[src/design/mcmp_pkg.sv]
// ----------------------------------------------------------------------------
// MIDI channel message parser package
// Shared types and constants for the parser and its stages.
// ----------------------------------------------------------------------------
package mcmp_pkg;

    localparam logic [15:0] TIMEOUT_RESET = 16'd1000;

    // Position of the parser within a message.
    typedef enum logic [1:0] {
        POS_IDLE   = 2'd0,
        POS_FIRST  = 2'd1,
        POS_SECOND = 2'd2,
        POS_LOCKED = 2'd3
    } pos_t;

    // Input function codes.
    localparam logic FUNC_BYTE = 1'b0;
    localparam logic FUNC_TICK = 1'b1;

    // Status nibbles of interest.
    localparam logic [3:0] TYPE_NOTE_OFF = 4'h8;
    localparam logic [3:0] TYPE_PROGRAM  = 4'hC;
    localparam logic [3:0] TYPE_PRESSURE = 4'hD;
    localparam logic [3:0] TYPE_PITCH    = 4'hE;

    // Output kind codes for pitch wheel and for no message.
    localparam logic [2:0] KIND_PITCH = 3'd6;
    localparam logic [2:0] KIND_NONE  = 3'd7;

    // One input item as held in the input register.
    typedef struct packed {
        logic       func;
        logic [7:0] data_byte;
    } item_t;

endpackage

[src/design/mcmp_ifs.sv]
// ----------------------------------------------------------------------------
// MIDI channel message parser interfaces
// Valid/ready channels for input items and parsed messages.
// ----------------------------------------------------------------------------
interface mcmp_byte_if;
    logic       valid;
    logic       ready;
    logic       func;
    logic [7:0] data_byte;

    modport source (output valid, output func, output data_byte, input ready);
    modport sink   (input valid, input func, input data_byte, output ready);
endinterface

interface mcmp_msg_if;
    logic        valid;
    logic        ready;
    logic [2:0]  msg_kind;
    logic [3:0]  channel;
    logic [7:0]  first_data;
    logic [7:0]  second_data;
    logic [15:0] pitch_value;

    modport source (output valid, output msg_kind, output channel, output first_data,
                    output second_data, output pitch_value, input ready);
    modport sink   (input valid, input msg_kind, input channel, input first_data,
                    input second_data, input pitch_value, output ready);
endinterface

[src/design/mcmp_in_stage.sv]
// ----------------------------------------------------------------------------
// MIDI parser input stage
// Registers one input transaction and hands it to the parser core.
// ----------------------------------------------------------------------------
module mcmp_in_stage
    import mcmp_pkg::*;
(
    input  logic          clk,
    input  logic          rst_n,
    mcmp_byte_if.sink     rx,
    input  logic          take,
    output logic          item_valid,
    output item_t         item
);

    logic  valid_reg;
    logic  valid_next;
    item_t item_reg;

    // The register can be refilled in the same cycle that the core consumes it.
    assign rx.ready = !valid_reg || take;

    always_comb
    begin
        valid_next = valid_reg;
        if (rx.ready)
        begin
            valid_next = rx.valid;
        end
    end

    always_ff @(posedge clk or negedge rst_n)
    begin
        if (!rst_n)
        begin
            valid_reg <= 1'b0;
        end
        else
        begin
            valid_reg <= valid_next;
        end
    end

    always_ff @(posedge clk)
    begin
        if (rx.valid && rx.ready)
        begin
            item_reg.func      <= rx.func;
            item_reg.data_byte <= rx.data_byte;
        end
    end

    assign item_valid = valid_reg;
    assign item       = item_reg;

endmodule

[src/design/mcmp_core.sv]
// ----------------------------------------------------------------------------
// MIDI parser core
// Message state, timeout countdown and the registered result.
// ----------------------------------------------------------------------------
module mcmp_core
    import mcmp_pkg::*;
(
    input  logic          clk,
    input  logic          rst_n,
    input  logic          cfg_wr_en,
    input  logic [15:0]   cfg_wr_data,
    input  logic          item_valid,
    input  item_t         item,
    output logic          take,
    mcmp_msg_if.source    msg
);

    pos_t        pos_reg,     pos_next;
    logic [3:0]  kind_reg,    kind_next;
    logic [3:0]  chan_reg,    chan_next;
    logic [7:0]  first_reg,   first_next;
    logic [15:0] cd_reg,      cd_next;
    logic [15:0] timeout_reg;

    logic        out_valid_reg, out_valid_next;
    logic [2:0]  out_kind_reg,  out_kind_next;
    logic [3:0]  out_chan_reg,  out_chan_next;
    logic [7:0]  out_first_reg, out_first_next;
    logic [7:0]  out_second_reg, out_second_next;

    logic        emit;
    logic [15:0] cd_dec;
    logic        type_known;
    logic        type_short;

    // An item is processed only when the result register has room.
    assign take = item_valid && (!out_valid_reg || msg.ready);

    assign cd_dec     = (cd_reg == 16'd0) ? 16'd0 : cd_reg - 16'd1;
    assign type_known = (kind_reg >= TYPE_NOTE_OFF) && (kind_reg <= TYPE_PITCH);
    assign type_short = (kind_reg == TYPE_PROGRAM) || (kind_reg == TYPE_PRESSURE);

    always_comb
    begin
        pos_next        = pos_reg;
        kind_next       = kind_reg;
        chan_next       = chan_reg;
        first_next      = first_reg;
        cd_next         = cd_reg;
        emit            = 1'b0;
        out_first_next  = out_first_reg;
        out_second_next = out_second_reg;
        if (take)
        begin
            if (item.func == FUNC_TICK)
            begin
                cd_next = cd_dec;
                if (cd_dec == 16'd0)
                begin
                    pos_next = POS_IDLE;
                end
            end
            else
            begin
                cd_next = timeout_reg;
                case (pos_reg)
                    POS_IDLE:
                    begin
                        kind_next = item.data_byte[7:4];
                        chan_next = item.data_byte[3:0];
                        pos_next  = POS_FIRST;
                    end
                    POS_FIRST:
                    begin
                        if (type_short)
                        begin
                            pos_next        = POS_IDLE;
                            emit            = 1'b1;
                            out_first_next  = item.data_byte;
                            out_second_next = 8'd0;
                        end
                        else if (type_known)
                        begin
                            first_next = item.data_byte;
                            pos_next   = POS_SECOND;
                        end
                        else
                        begin
                            pos_next = POS_LOCKED;
                        end
                    end
                    POS_SECOND:
                    begin
                        pos_next        = POS_IDLE;
                        emit            = 1'b1;
                        out_first_next  = first_reg;
                        out_second_next = item.data_byte;
                    end
                    default:
                    begin
                        pos_next = pos_reg;
                    end
                endcase
            end
        end
    end

    // Known types 8 to 14 map onto kinds 0 to 6 by their low three bits.
    always_comb
    begin
        out_kind_next  = out_kind_reg;
        out_chan_next  = out_chan_reg;
        out_valid_next = out_valid_reg && !msg.ready;
        if (emit)
        begin
            out_valid_next = 1'b1;
            out_kind_next  = kind_reg[2:0];
            out_chan_next  = chan_reg;
        end
    end

    always_ff @(posedge clk or negedge rst_n)
    begin
        if (!rst_n)
        begin
            pos_reg       <= POS_IDLE;
            kind_reg      <= 4'd0;
            chan_reg      <= 4'd0;
            first_reg     <= 8'd0;
            cd_reg        <= TIMEOUT_RESET;
            timeout_reg   <= TIMEOUT_RESET;
            out_valid_reg <= 1'b0;
        end
        else
        begin
            pos_reg       <= pos_next;
            kind_reg      <= kind_next;
            chan_reg      <= chan_next;
            first_reg     <= first_next;
            cd_reg        <= cd_next;
            out_valid_reg <= out_valid_next;
            if (cfg_wr_en)
            begin
                timeout_reg <= cfg_wr_data;
            end
        end
    end

    always_ff @(posedge clk)
    begin
        out_kind_reg   <= out_kind_next;
        out_chan_reg   <= out_chan_next;
        out_first_reg  <= out_first_next;
        out_second_reg <= out_second_next;
    end

    assign msg.valid       = out_valid_reg;
    assign msg.msg_kind    = out_kind_reg;
    assign msg.channel     = out_chan_reg;
    assign msg.first_data  = out_first_reg;
    assign msg.second_data = out_second_reg;
    assign msg.pitch_value = (out_kind_reg == KIND_PITCH) ?
                             {out_second_reg, out_first_reg} : 16'd0;

    // A new result only ever follows a processed transaction.
    a_result_from_take: assert property (@(posedge clk) disable iff (!rst_n)
        $rose(out_valid_reg) |-> $past(take))
        else $error("result appeared without a processed transaction");

    // A received byte reloads the countdown from the timeout register.
    a_byte_reloads: assert property (@(posedge clk) disable iff (!rst_n)
        take && (item.func == FUNC_BYTE) |=> cd_reg == $past(timeout_reg))
        else $error("countdown not reloaded by a byte");

    // A tick that exhausts the countdown returns the parser to idle.
    a_timeout_idle: assert property (@(posedge clk) disable iff (!rst_n)
        take && (item.func == FUNC_TICK) && (cd_reg <= 16'd1) |=> pos_reg == POS_IDLE)
        else $error("parser not idle after timeout");

    // A locked parser never produces a result.
    a_locked_silent: assert property (@(posedge clk) disable iff (!rst_n)
        take && (pos_reg == POS_LOCKED) |-> !emit)
        else $error("result emitted while locked");

    a_kind_range: assert property (@(posedge clk) disable iff (!rst_n)
        out_valid_reg |-> out_kind_reg != KIND_NONE)
        else $error("result kind out of range");

endmodule

[src/design/midi_channel_message_parser_unit.sv]
// ----------------------------------------------------------------------------
// MIDI channel message parser unit
// Assembles channel voice messages from received bytes, with a tick timeout.
// ----------------------------------------------------------------------------
//  Channel   Direction  Contents
//  rx        in         func, data_byte (byte or timer tick)
//  msg       out        msg_kind, channel, first_data, second_data, pitch_value
//  cfg       in         cfg_wr_en, cfg_wr_data (timeout_ticks)
//
//  One transaction per cycle is accepted while the result side is not stalled;
//  a result passes through the input register, then the result register.
//  Reset clears the parser to idle and loads 1000 into timeout and countdown.
//  A stalled result register holds the core; the input register keeps or takes
//  one transaction and deasserts rx.ready while it is full.
// ----------------------------------------------------------------------------
module midi_channel_message_parser_unit
    import mcmp_pkg::*;
(
    input  logic          clk,
    input  logic          rst_n,
    input  logic          cfg_wr_en,
    input  logic [15:0]   cfg_wr_data,
    mcmp_byte_if.sink     rx,
    mcmp_msg_if.source    msg
);

    logic  take;
    logic  item_valid;
    item_t item;

    mcmp_in_stage u_in_stage (
        .clk        (clk),
        .rst_n      (rst_n),
        .rx         (rx),
        .take       (take),
        .item_valid (item_valid),
        .item       (item)
    );

    mcmp_core u_core (
        .clk         (clk),
        .rst_n       (rst_n),
        .cfg_wr_en   (cfg_wr_en),
        .cfg_wr_data (cfg_wr_data),
        .item_valid  (item_valid),
        .item        (item),
        .take        (take),
        .msg         (msg)
    );

endmodule

[src/flat_wrapper.sv]
// flat-port wrapper written by rule: the top's interface ports become plain ports
module midi_channel_message_parser_unit_flat import mcmp_pkg::*;
  (clk, rst_n, cfg_wr_en, cfg_wr_data, rx_valid, rx_func, rx_data_byte, rx_ready, msg_valid, msg_msg_kind, msg_channel, msg_first_data, msg_second_data, msg_pitch_value, msg_ready);
  mcmp_byte_if rx_i ();
  mcmp_msg_if msg_i ();
  input  logic clk;
  input  logic rst_n;
  input  logic cfg_wr_en;
  input  logic [15:0] cfg_wr_data;
  input wire logic [$bits(rx_i.valid)-1:0] rx_valid;
  input wire logic [$bits(rx_i.func)-1:0] rx_func;
  input wire logic [$bits(rx_i.data_byte)-1:0] rx_data_byte;
  output wire logic [$bits(rx_i.ready)-1:0] rx_ready;
  output wire logic [$bits(msg_i.valid)-1:0] msg_valid;
  output wire logic [$bits(msg_i.msg_kind)-1:0] msg_msg_kind;
  output wire logic [$bits(msg_i.channel)-1:0] msg_channel;
  output wire logic [$bits(msg_i.first_data)-1:0] msg_first_data;
  output wire logic [$bits(msg_i.second_data)-1:0] msg_second_data;
  output wire logic [$bits(msg_i.pitch_value)-1:0] msg_pitch_value;
  input wire logic [$bits(msg_i.ready)-1:0] msg_ready;
  assign rx_i.valid = rx_valid;
  assign rx_i.func = rx_func;
  assign rx_i.data_byte = rx_data_byte;
  assign rx_ready = rx_i.ready;
  assign msg_valid = msg_i.valid;
  assign msg_msg_kind = msg_i.msg_kind;
  assign msg_channel = msg_i.channel;
  assign msg_first_data = msg_i.first_data;
  assign msg_second_data = msg_i.second_data;
  assign msg_pitch_value = msg_i.pitch_value;
  assign msg_i.ready = msg_ready;
  midi_channel_message_parser_unit u_core (.clk(clk), .rst_n(rst_n), .cfg_wr_en(cfg_wr_en), .cfg_wr_data(cfg_wr_data), .rx(rx_i), .msg(msg_i));
endmodule
[config.mk]
export PLATFORM = sky130hd
export DESIGN_NAME = midi_channel_message_parser_unit_flat
export DESIGN_NICKNAME = d
export VERILOG_FILES = /design/src/design/mcmp_pkg.sv /design/src/design/mcmp_ifs.sv /design/src/design/mcmp_in_stage.sv /design/src/design/mcmp_core.sv /design/src/design/midi_channel_message_parser_unit.sv /design/src/flat_wrapper.sv
export SDC_FILE = /design/constraint.sdc
export NUM_CORES = 1
export LEC_CHECK = 0
export BUFFER_PORTS_ARGS = -buffer_cell sky130_fd_sc_hd__buf_2
export CAP_MARGIN = 20
export CORE_UTILIZATION = 50
export DETAILED_ROUTE_END_ITERATION = 10
export PLACE_DENSITY = 0.76
export SETUP_SLACK_MARGIN = 0.15
export SYNTH_ARGS = -nofsm -noshare
export SYNTH_HDL_FRONTEND = slang
export SYNTH_HIERARCHICAL = 1
export SYNTH_SLANG_ARGS = --single-unit
[constraint.sdc]
create_clock -name clk -period 3.1 [get_ports clk]
set_clock_uncertainty 0.1 [all_clocks]
set_input_delay 0.155 -clock clk [delete_from_list [all_inputs] [get_ports clk]]
set_output_delay 0.155 -clock clk [all_outputs]
set_load 0.01 [all_outputs]
After elaboration in Yosys (flattened, before gate mapping). Index checks and enable logic that the tools add are counted.

Output and inout bits: 41. Input port bits: 30. Word-level logic and storage cells: 62. Register bits: 84.

Equal/unequal tests: 7. Add/subtract/negate cells: 1. Reductions and logical operators: 19. Mux-type cells: 17. $lt $le $gt $ge: 2. Bitwise logic cells: 2.

Operators by type and width (number): $mux 16 (3); $logic_not 16->1 (2); $pmux 8 s2 (2); $mux 8 (2); $sub 16x1->16 const B (1); $eq 4x4->1 const B (2); $mux 2 (3); $pmux 2 s3 (1); $reduce_and 3->1 (2); $mux 1 (5); $reduce_and 5->1 (1); $ge 4x4->1 const B (1); $le 4x4->1 const B (1); $logic_and 1x1->1 (4); $ne 2x2->1 const B (2); $reduce_and 4->1 (1); $reduce_bool 4->1 (1); $eq 3x3->1 const B (1); $logic_not 1->1 (3); $logic_or 1x1->1 (3); $eq 2x1->1 const B (1); $eq 2x2->1 const B (1); $logic_not 2->1 (1); $not 1->1 (2); other kinds (2) (2).

Logic depth before layout (Yosys ltp). Gate-level depths: netlist (run 1).

Depth in word-level cells: 7. Mapped depth: 8. Depth with buffers taken out: 7.

By module. Netlist (run 1), hierarchy kept.

By module, submodules not included: mcmp_core (area each 3611.0 um^2, times used 1, cells an instance 297, sequential area each 1981.9 um^2); mcmp_in_stage (area each 324.1 um^2, times used 1, cells an instance 13, sequential area each 295.3 um^2).

Least setup slack after synthesis (run 1). No wires, ideal clock.

Path kind: register to register. Start: register u_core.u_core.pos_reg[0]. End: register u_core.u_core.out_first_reg[0], in the netlist u_core/u_core/msg.first_data[0], enable pin. Stages on the path, launching flop included: 7. Data required time: 2.591 ns. Path buffers: 2. Slack: 0.213 ns. Arrival time: 2.378 ns. Period minus slack after synthesis: 2.887 ns. Path through: dfrtp_1 -> inv_1 -> ha_1 -> clkbuf_1 -> clkbuf_1 -> a21oi_1 -> nor3_1.

Longest elaborated chain between the ends: 3. Elaborated cells between the ends (all ways): 5. Classes of those cells: eq/ne: 3; reduce/logical: 2.

Ends and longest elaborated chain: start, declared (RTL line mcmp_core.sv:18) `pos_t pos_reg, pos_next;`; start signal, assigned (RTL line mcmp_core.sv:136) `pos_reg <= pos_next;`; $eq 2x1->1 or $eq 2x2->1 (tied branches) (RTL line mcmp_core.sv:66) `case (pos_reg)`; $ne 2x2->1 (no source line) or $reduce_bool 2->1 (tied branches); $reduce_and 4->1 (no source line) *; end signal, assigned (RTL line mcmp_core.sv:153) `out_first_reg <= out_first_next;`; end, declared (RTL line mcmp_core.sv:28) `logic [7:0] out_first_reg, out_first_next;`.

Every way passes the cells marked *; elsewhere a longest branch is shown, timed or not. A chain may end at the register's enable or synchronous reset.

Final worst setup path (run 1).
Start: register u_core.u_core.out_valid_reg, in the netlist u_core/u_core/msg.valid. End: output rx_ready.

Longest elaborated chain between the ends: 4.

Ends and longest elaborated chain: start, declared (RTL line mcmp_core.sv:25) `logic out_valid_reg, out_valid_next;`; start signal, assigned (RTL line mcmp_core.sv:141) `out_valid_reg <= out_valid_next;`; $logic_not 1->1 (RTL line mcmp_core.sv:37) `assign take = item_valid && (!out_valid_reg || msg.ready);`; $logic_or 1x1->1 (RTL line mcmp_core.sv:37); $logic_and 1x1->1 (RTL line mcmp_core.sv:37); named net u_core.take (RTL line midi_channel_message_parser_unit.sv:27) `logic take;`; $logic_or 1x1->1 (RTL line mcmp_in_stage.sv:21) `assign rx.ready = !valid_reg || take;`; end, declared (RTL line flat_wrapper.sv:13) `output wire logic [$bits(rx_i.ready)-1:0] rx_ready;`.

The timed path passes the listed nets, and every way through them passes these cells.

==> flow_metrics.env, run 1 <==
export IMPL_syn_area_um2=3935
export IMPL_endpoint_kind="primary output"
export IMPL_placed_cells=468
export IMPL_worstPathRequired_ps=2840
export IMPL_antenna_left=0
export IMPL_min_from="msg_ready"
export IMPL_row_count=31
export IMPL_rsz0062_at_grt="false"
export IMPL_worst_skew_pair_late_latency_ps=360
export IMPL_synth_area_top_cells="dfrtp_1 (25%), edfxtp_1 (24%), mux2_2 (11%)"
export IMPL_track_usage_pct=21.43
export IMPL_arrival_ps=2170
export IMPL_finalNetCount=441
export IMPL_min_to="u_core/u_core/msg.valid"
export IMPL_start_util_pct=52.84
export IMPL_powerDensity_nw_per_um2=709.8
export IMPL_slowest_delay_ps=540
export IMPL_ys_types=59
export IMPL_worst_setup_path_start_kind="flip-flop"
export IMPL_place_congestion=0.9486
export IMPL_syn_mean_instance_area_um2=12.69
export IMPL_fin_ws_ps=670.6
export IMPL_post_drt_wl_per_cell_um=16.14
export IMPL_dr_first_iter_drc_count=159
export IMPL_grt_max_degree=28
export IMPL_tns_ps=0
export IMPL_whs_ps=65.43
export IMPL_fin_crit_ps=2429
export IMPL_synth_ff_latch_count=84
export IMPL_yosysTopAreaCell="dfrtp_1"
export IMPL_drv_cap=0
export IMPL_antenna_found_initial=0
export IMPL_slew_viol_final=0
export IMPL_avgViaCountPerCell=5.513
export IMPL_slew_headroom_pct=55.44
export IMPL_path_cells="nand2b_1 -> nand2_1 -> inv_1 -> nand2b_4 -> buf_2"
export IMPL_ff2ff_path_depth=7
export IMPL_vias=2817
export IMPL_post_synth_top_count_cell="dfrtp_1"
export IMPL_num_antenna_cells=0
export IMPL_rrSetupSlack_ps=690
export IMPL_grt_pass1_vias=2754
export IMPL_r2r_end="u_core/u_core/cd_reg[5]"
export IMPL_n_fill_cell=585
export IMPL_coreArea_um2=7447
export IMPL_cts_sinks=84
export IMPL_setup_violations=0
export IMPL_clockBufferDepth=2
export IMPL_period_share_pct=78.37
export IMPL_synth_cells=310
export IMPL_die_h_um=90.72
export IMPL_die_width_um=90.72
export IMPL_crit_slowest_cell="inv_1"
export IMPL_wl_um=8247
export IMPL_yosysSeqAreaShare_pct=57.87
export IMPL_fmax_mhz=411.6
export IMPL_critPathMaxFanout=16
export IMPL_hold_viol=0
export IMPL_irDropWorstVdd_mv=0.3517
export IMPL_synthFlopType="dfrtp_1"
export IMPL_io_buffers=70
export IMPL_power_leakage_uw=0.002012
export IMPL_grt_overflow_total=0
export IMPL_r2r_start="u_core/u_core/cd_reg[0]"
export IMPL_synth_edff_count=32
export IMPL_synth_top_area_share_pct=25.44
export IMPL_synth_net_count=344
export IMPL_drive_above_1_share_pct=37.14
export IMPL_dpl_hpwl_um=5738
export IMPL_die_area_um2=8229
export IMPL_synthArstFlopShare_pct=61.90
export IMPL_pre_cts_ws_ps=748.0
export IMPL_worst_slew_pin_slew_ps=668.4
export IMPL_synth_warnings=6
export IMPL_io_pins=71
export IMPL_drcViolationCount=0
export IMPL_final_core_util_pct=64.97
export IMPL_root_buffer="clkbuf_8"
export IMPL_path_class="flip-flop to primary output"
export IMPL_min_path_type="input pin to flip-flop"
export IMPL_grt_pass1_wl_um=13610
export IMPL_dr_pass1_iters=4
export IMPL_instances_no_fill=511
export IMPL_synth_commonest_cells="dfrtp_1 (40), mux2_2 (37), edfxtp_1 (32)"
export IMPL_htreeDepth=3
export IMPL_status="completed"
export IMPL_min_path_cells=3
export IMPL_tritoncts="done"
export IMPL_cts_made_buffers=9
export IMPL_path_clk_slew_ps=80
export IMPL_area_growth_pct=22.96
==> stage by stage <==
| stage | total power (uW) | cell area [um2] |
|---|---|---|
| 6_report | 3434 | 4838 |
| 5_1_grt | 3630 | 4838 |
| 2_1_floorplan | 2388 | 3935 |
| 4_1_cts | 3444 | 4838 |
| 3_3_place_gp | 2593 | 4369 |
| 3_5_place_dp | 2633 | 4369 |
==> layout make-up <==
type	count	area (um2)	area share, %
Tap cell	99	123.9	2.560
Sequential cell	84	2277	47.06
Timing Repair Buffer	101	650.6	13.45
Clock buffer	10	127.6	2.638
Inverter	13	48.80	1.009
Multi-Input combinational cell	198	1539	31.81
Clock inverter	6	71.32	1.474
==> worst max-delay path, delay by kind of cell, from the launching register on <==
family | cells | cell delay (ps)
buffers and inverters | 2 | 680
flip-flops | 1 | 390
AND/OR/NAND/NOR | 3 | 750
==> timing repair <==
action,4_1_cts,5_1_grt
hold endpoints to repair,44,0
resized for setup,0,0
hold buffers,27,0
setup buffers,0,0
setup endpoints to repair,0,0
==> worst max path at each step <==
stage / start / endpoint / slack (ps) / cells after the start
2_1_floorplan: u_core/u_core/pos_reg[0] / u_core/u_core/msg.first_data[0] / 210 / 6
6_report: u_core/u_core/msg.valid / rx_ready / 670 / 5
3_3_place_gp: u_core/u_core/msg.valid / u_core/u_core/msg.channel[0] / 830 / 5
5_1_grt: u_core/u_core/msg.valid / rx_ready / 460 / 5
3_5_place_dp: u_core/u_core/cd_reg[0] / u_core/u_core/cd_reg[0] / 750 / 7
4_1_cts: u_core/u_core/msg.valid / rx_ready / 660 / 5
==> cells in the final DEF, fill, tap and decap left out, drive strengths merged, types with 2 or more instances in the layout <==
cell	instances
a21boi	2
a21oi	10
a221o	2
a22o	6
a22oi	5
a31o	2
a32oi	2
and2	25
buf	74
clkbuf	10
clkinvlp	2
dfrtp	40
dfstp	12
dlygate4sd3	27
edfxtp	32
ha	4
inv	16
mux2	37
mux2i	2
nand2	14
nand2b	3
nand3	9
nand4	4
nor2	9
nor3	14
nor3b	3
nor4	4
o211ai	2
o21ai	14
o221ai	2
o22ai	2
o2bb2ai	2
or3	3
or4	3
xnor2	2
==> report_power, final <==
group	total (uW)	internal (uW)	switching, uW	leakage, uW
clock	788	381	407	0.0000954
combinational	913	453	459	0.00101
sequential	1730	1470	265	0.000902
==> routing by layer <==
| metal | GRT usage [%] | vias up | wire length, um | part of all wire (%) |
|---|---|---|---|---|
| met5 | 0 | - | 0 | 0 |
| met4 | 7.258 | 0 | 125 | 1.5 |
| met3 | 4.882 | 11 | 367 | 4.5 |
| met2 | 37.25 | 85 | 4279 | 52 |
| met1 | 26.15 | 1381 | 3475 | 42 |
| li1 | - | 1340 | - | - |
==> cell families (layout without fill, tap and decap cells) <==
family	count (synthesis)	after routing	synth area share, %
flops	84	84	57.87
simple gates	97	97	15.96
buf+inv	28	130	3.148
compound gates	56	56	10.21
xor+xnor	2	2	0.4452
mux	39	39	11.10
fa+ha+maj	4	4	1.272
Note: power is estimated with default switching activity, not from simulation.
==> inputs of run 2 (changes only) <==
CORE_UTILIZATION = 55   (was 50)
PLACE_DENSITY = 0.79   (was 0.76)
clock period = 2.26 ns   (was 3.1 ns; I/O delays follow)
==> run 2 against run 1 <==
Net effect:
- sequential share of layout area fell by 1.3 points
- via count rose by 3.4%
- worst hold slack improved by 5.5 ps
- worst setup slack got worse by 420 ps
- global-route usage rose by 3.3 points
- count of clock-buffer cells in the layout fell by 1
- register-to-register slack got worse by 430 ps
- first-iteration DRC count rose by 16%
- die area fell by 8.9%
- combinational power rose by 51%
- critical path type is now flip-flop to flip-flop
- largest power group unchanged
==> flow_metrics.env, run 2 (synthesis results as in run 1) <==
export IMPL_io_pins=71
export IMPL_wl_um=8456
export IMPL_avgViaCountPerCell=5.570
export IMPL_tns_ps=0
export IMPL_drv_cap=0
export IMPL_tritoncts="done"
export IMPL_dpl_hpwl_um=5752
export IMPL_clockBufferDepth=2
export IMPL_m1WireLength_um=3569
export IMPL_cts_sinks=84
export IMPL_dr_pass1_iters=4
export IMPL_grt_pass1_vias=2966
export IMPL_die_area_um2=7497
export IMPL_grt_max_degree=21
export IMPL_top_layer="met4"
export IMPL_path_clk_slew_ps=80
export IMPL_endpoint_kind="flip-flop"
export IMPL_grt_overflow_total=0
export IMPL_setup_violations=0
export IMPL_irDropWorstVdd_mv=0.4812
export IMPL_worstPathRequired_ps=2400
export IMPL_drcViolationCount=0
export IMPL_area_growth_pct=26.45
export IMPL_slew_headroom_pct=62.23
export IMPL_vias=2913
export IMPL_period_share_pct=88.70
export IMPL_place_congestion=0.8387
export IMPL_die_h_um=86.59
export IMPL_rsz0062_at_grt="false"
export IMPL_dr_first_iter_drc_count=184
export IMPL_wl_met2_um=4374
export IMPL_start_util_pct=57.29
export IMPL_multi_input_area_um2=1560
export IMPL_coreArea_um2=6869
export IMPL_n_fill_cell=462
export IMPL_worst_skew_pair_late_latency_ps=350
export IMPL_slew_viol_final=0
export IMPL_powerDensity_nw_per_um2=968.9
export IMPL_row_count=30
export IMPL_final_core_util_pct=72.44
export IMPL_antenna_found_initial=0
export IMPL_status="completed"
export IMPL_root_buffer="clkbuf_8"
export IMPL_finalNetCount=456
export IMPL_arrival_ps=2140
export IMPL_path_class="flip-flop to flip-flop"
export IMPL_register_area_um2=2278
export IMPL_post_drt_wl_per_cell_um=16.17
export IMPL_io_buffers=70
export IMPL_die_width_um=86.59
export IMPL_htreeDepth=3
export IMPL_track_usage_pct=24.70
export IMPL_worst_setup_path_start_kind="flip-flop"
export IMPL_critPathMaxFanout=6
export IMPL_worst_slew_pin_slew_ps=566.5
export IMPL_final_common_cell="buf_2"
export IMPL_antenna_left=0
export IMPL_power_uw=4821
export IMPL_min_path_type="input pin to flip-flop"
export IMPL_cts_made_buffers=9
export IMPL_power_leakage_uw=0.002090
export IMPL_fin_crit_ps=2005
export IMPL_mostFrequentLayoutCells="buf_2 (70), dfrtp_1 (39), mux2_2 (37), edfxtp_1 (32), dlygate4sd3_1 (28)"
export IMPL_met3WireLength_um=349
export IMPL_grt_pass1_wl_um=13930
export IMPL_fmax_mhz=498.9
export IMPL_num_antenna_cells=0
export IMPL_hold_viol=0
export IMPL_drive_above_1_share_pct=40.05
==> run 2: metal layers <==
| layer | track usage (%) | vias to the layer above |
|---|---|---|
| met3 | 3.619 | 15 |
| met5 | 0 | - |
| met2 | 43.87 | 110 |
| met4 | 10.30 | 0 |
| met1 | 30.24 | 1415 |
| li1 | - | 1373 |
==> run 2: final timing paths <==
path	from	endpoint	slack, ps	cells past startpoint
worst max-delay path	u_core/u_core/cd_reg[1]	u_core/u_core/pos_reg[1]	260	8
worst min-delay path	cfg_wr_en	u_core/u_core/timeout_reg[3]	70	3
worst max register to register	u_core/u_core/cd_reg[1]	u_core/u_core/pos_reg[1]	260	8
worst min register to register	u_core/u_core/chan_reg[0]	u_core/u_core/msg.channel[0]	350	0
max in group asynchronous	rst_n	u_core/u_core/timeout_reg[3]	1360	3
min in group asynchronous	rst_n	u_core/u_core/timeout_reg[4]	80	2
==> run 2: repair_timing <==
| item | CTS | global route |
|---|---|---|
| buffers inserted | 3 | 0 |
| hold buffers | 28 | 0 |
| gates resized for setup | 0 | 6 |
| gates cloned | 0 | 0 |
| pin swaps | 1 | 3 |
| endpoints found under the setup margin | 8 | 17 |
| hold endpoints to repair | 74 | 0 |
==> run 2: critical path, cell delays in order, from the launching register on <==
cell	delay, ps
dfrtp_1	430
inv_2	100
ha_4	150
nor3b_4	270
buf_6	160
nand4_1	180
nand2_1	130
nand4_1	140
a31o_1	250
==> run 2: through the flow <==
step           cell area [um2]  std cells  worst slack (ps)  hold slack [ps]
2_1_floorplan             3949        310             183.5           -282.6
3_3_place_gp              4454        476             193.6           -84.52
3_5_place_dp              4454        476             133.7           -85.71
4_1_cts                   4956        523             159.4            64.14
5_1_grt                   4976        523             144.4            102.8
6_report                  4976        523             255.5            70.95
==> run 2: area by class of cell <==
type	instances	area share [%]
inverters	13	0.9806
flip-flops and latches	84	45.79
repair buffers	116	15.46
multi-input cells	198	31.36
clock buffers	9	2.489
well taps	96	2.414
clock inverters	7	1.509
==> run 2: power by group <==
| group | internal (uW) | switching [uW] |
|---|---|---|
| Clock | 516 | 550 |
| Combinational | 702 | 678 |
| Sequential | 2020 | 358 |
| Total | 3240 | 1590 |
==> inputs of run 3 (changes only) <==
RECOVER_POWER = 50   (was default)
==> run 3 against run 2 <==
Net effect:
- wire length down 0.12%
- combinational power about the same
- clock power is essentially flat
- critical path depth decreased by 2
- count of clock-buffer cells in the layout unchanged
- flip-flop and latch count unchanged
- total power down 0.30%
- final cell count stayed put
- via count rose by 0.76%
- register-to-register slack about the same
- non-clock buffer count unchanged
- sequential share of layout area up 0.30 points
- critical path type unchanged
- critical endpoint unchanged
==> flow_metrics.env, run 3 (synthesis results as in run 1) <==
export IMPL_status="completed"
export IMPL_slew_headroom_pct=52.55
export IMPL_ff2ff_path_depth=6
export IMPL_min_path_type="input pin to flip-flop"
export IMPL_die_h_um=86.59
export IMPL_worst_slew_pin_slew_ps=711.8
export IMPL_finalNetCount=456
export IMPL_post_drt_wl_per_cell_um=16.15
export IMPL_irDropWorstVdd_mv=0.4753
export IMPL_coreArea_um2=6869
export IMPL_cts_sinks=84
export IMPL_critPathMaxFanout=5
export IMPL_antenna_found_initial=0
export IMPL_arrival_ps=2140
export IMPL_drcViolationCount=0
export IMPL_row_count=30
export IMPL_wl_um=8446
export IMPL_rsz0062_at_grt="false"
export IMPL_fmax_mhz=498.1
export IMPL_grt_overflow_total=0
export IMPL_worst_skew_pair_late_latency_ps=350
export IMPL_die_width_um=86.59
export IMPL_crit_start="u_core/u_core/cd_reg[0]"
export IMPL_tns_ps=0
export IMPL_period_share_pct=88.84
export IMPL_mostFrequentLayoutCells="buf_2 (48), dfrtp_1 (39), mux2_2 (37), edfxtp_1 (32), dlygate4sd3_1 (28)"
export IMPL_antenna_left=0
export IMPL_root_buffer="clkbuf_8"
export IMPL_powerDensity_nw_per_um2=972.4
export IMPL_io_buffers=70
export IMPL_endpoint_kind="flip-flop"
export IMPL_path_class="flip-flop to flip-flop"
export IMPL_final_common_cell="buf_2"
export IMPL_drv_cap=0
export IMPL_avgViaCountPerCell=5.612
export IMPL_area_growth_pct=25.63
export IMPL_num_antenna_cells=0
export IMPL_min_path_cells=3
export IMPL_tritoncts="done"
export IMPL_grt_pass1_wl_um=13930
export IMPL_rrSetupSlack_ps=250
export IMPL_start_util_pct=57.29
export IMPL_slew_viol_final=0
export IMPL_io_pins=71
export IMPL_drive_above_1_share_pct=34.89
export IMPL_whs_ps=69.25
export IMPL_worstPathRequired_ps=2400
export IMPL_dr_first_iter_drc_count=173
export IMPL_worst_setup_path_start_kind="flip-flop"
export IMPL_htreeDepth=3
export IMPL_vias=2935
export IMPL_grt_pass1_vias=2966
export IMPL_fin_crit_ps=2008
export IMPL_track_usage_pct=24.70
export IMPL_path_clk_slew_ps=90
export IMPL_hold_viol=0
export IMPL_r2r_start="u_core/u_core/cd_reg[0]"
export IMPL_r2r_end="u_core/u_core/pos_reg[1]"
export IMPL_dpl_hpwl_um=5752
export IMPL_die_area_um2=7497
export IMPL_setup_violations=0
export IMPL_dr_pass1_iters=4
export IMPL_grt_max_degree=21
export IMPL_crit_end="u_core/u_core/pos_reg[1]"
export IMPL_n_fill_cell=482
export IMPL_cts_made_buffers=9
export IMPL_place_congestion=0.8387
export IMPL_clockBufferDepth=2
export IMPL_power_leakage_uw=0.002026
## run 3: cell count changes in the layout (fill, tap and decap cells not counted)
cell,delta
clkbuf_2,+2
buf_2,-22
buf_4,-2
clkbuf_1,+22
## run 3: how the worst min path moves through the flow
| stage | start | end | slack (ps) |
|---|---|---|---|
| final | cfg_wr_en | u_core/u_core/timeout_reg[3] | 70 |
| after global placement | rst_n | u_core/u_core/timeout_reg[4] | -80 |
| after floorplan | rst_n | u_core/u_core/cd_reg[0] | -280 |
| after CTS | cfg_wr_en | u_core/u_core/timeout_reg[3] | 60 |
| after global routing | cfg_wr_en | u_core/u_core/timeout_reg[3] | 110 |
| after detailed placement | rst_n | u_core/u_core/timeout_reg[4] | -90 |
## run 3: report_power, final
part | switching [uW] | internal (uW) | total [uW]
Sequential | 359 | 2020 | 2380
Combinational | 676 | 693 | 1370
Clock | 546 | 516 | 1060
Total | 1580 | 3230 | 4810
## run 3: final cells by class
cell class	count	area [um2]	share of cell area, %
Tap cell	96	120.1	2.430
Multi-Input combinational cell	198	1560	31.56
Timing Repair Buffer	116	737.0	14.91
Inverter	13	48.80	0.9871
Clock inverter	7	75.07	1.519
Clock buffer	9	123.9	2.506
Sequential cell	84	2278	46.09
## run 3: per-layer routing
| layer | part of all wire (%) | global-route usage (%) | vias up |
|---|---|---|---|
| li1 | - | - | 1374 |
| met1 | 42 | 30.24 | 1436 |
| met2 | 52 | 43.87 | 108 |
| met3 | 4.5 | 3.619 | 17 |
| met4 | 2.0 | 10.30 | 0 |
| met5 | 0 | 0 | - |
## run 3: repair_timing
| item | 4_1_cts | 5_1_grt |
|---|---|---|
| gates resized for setup | 0 | 6 |
| setup buffers | 3 | 0 |
| setup endpoints to repair | 8 | 17 |
| hold endpoints to repair | 74 | 0 |
| hold buffers | 28 | 0 |
| pin swaps | 1 | 3 |
## run 3: critical path: stages (launching register included)
cell and delay (ps):
dfrtp_1 380, buf_4 160, or4_4 560, nor2_2 140, xnor2_1 150, nand4_1 170
a31o_1 240
## run 3: metrics by stage
step | cells | worst slack, ps | utilization [%] | total power (uW) | area [um2]
after floorplan | 310 | 183.5 | - | 3288 | 3949
after global placement | 476 | 193.6 | 64.85 | 3613 | 4454
after detailed placement | 476 | 133.7 | 64.85 | 3685 | 4454
after CTS | 523 | 159.4 | 72.15 | 4786 | 4956
after global routing | 523 | 144.4 | 71.97 | 5088 | 4943
final | 523 | 252.3 | 71.97 | 4807 | 4943
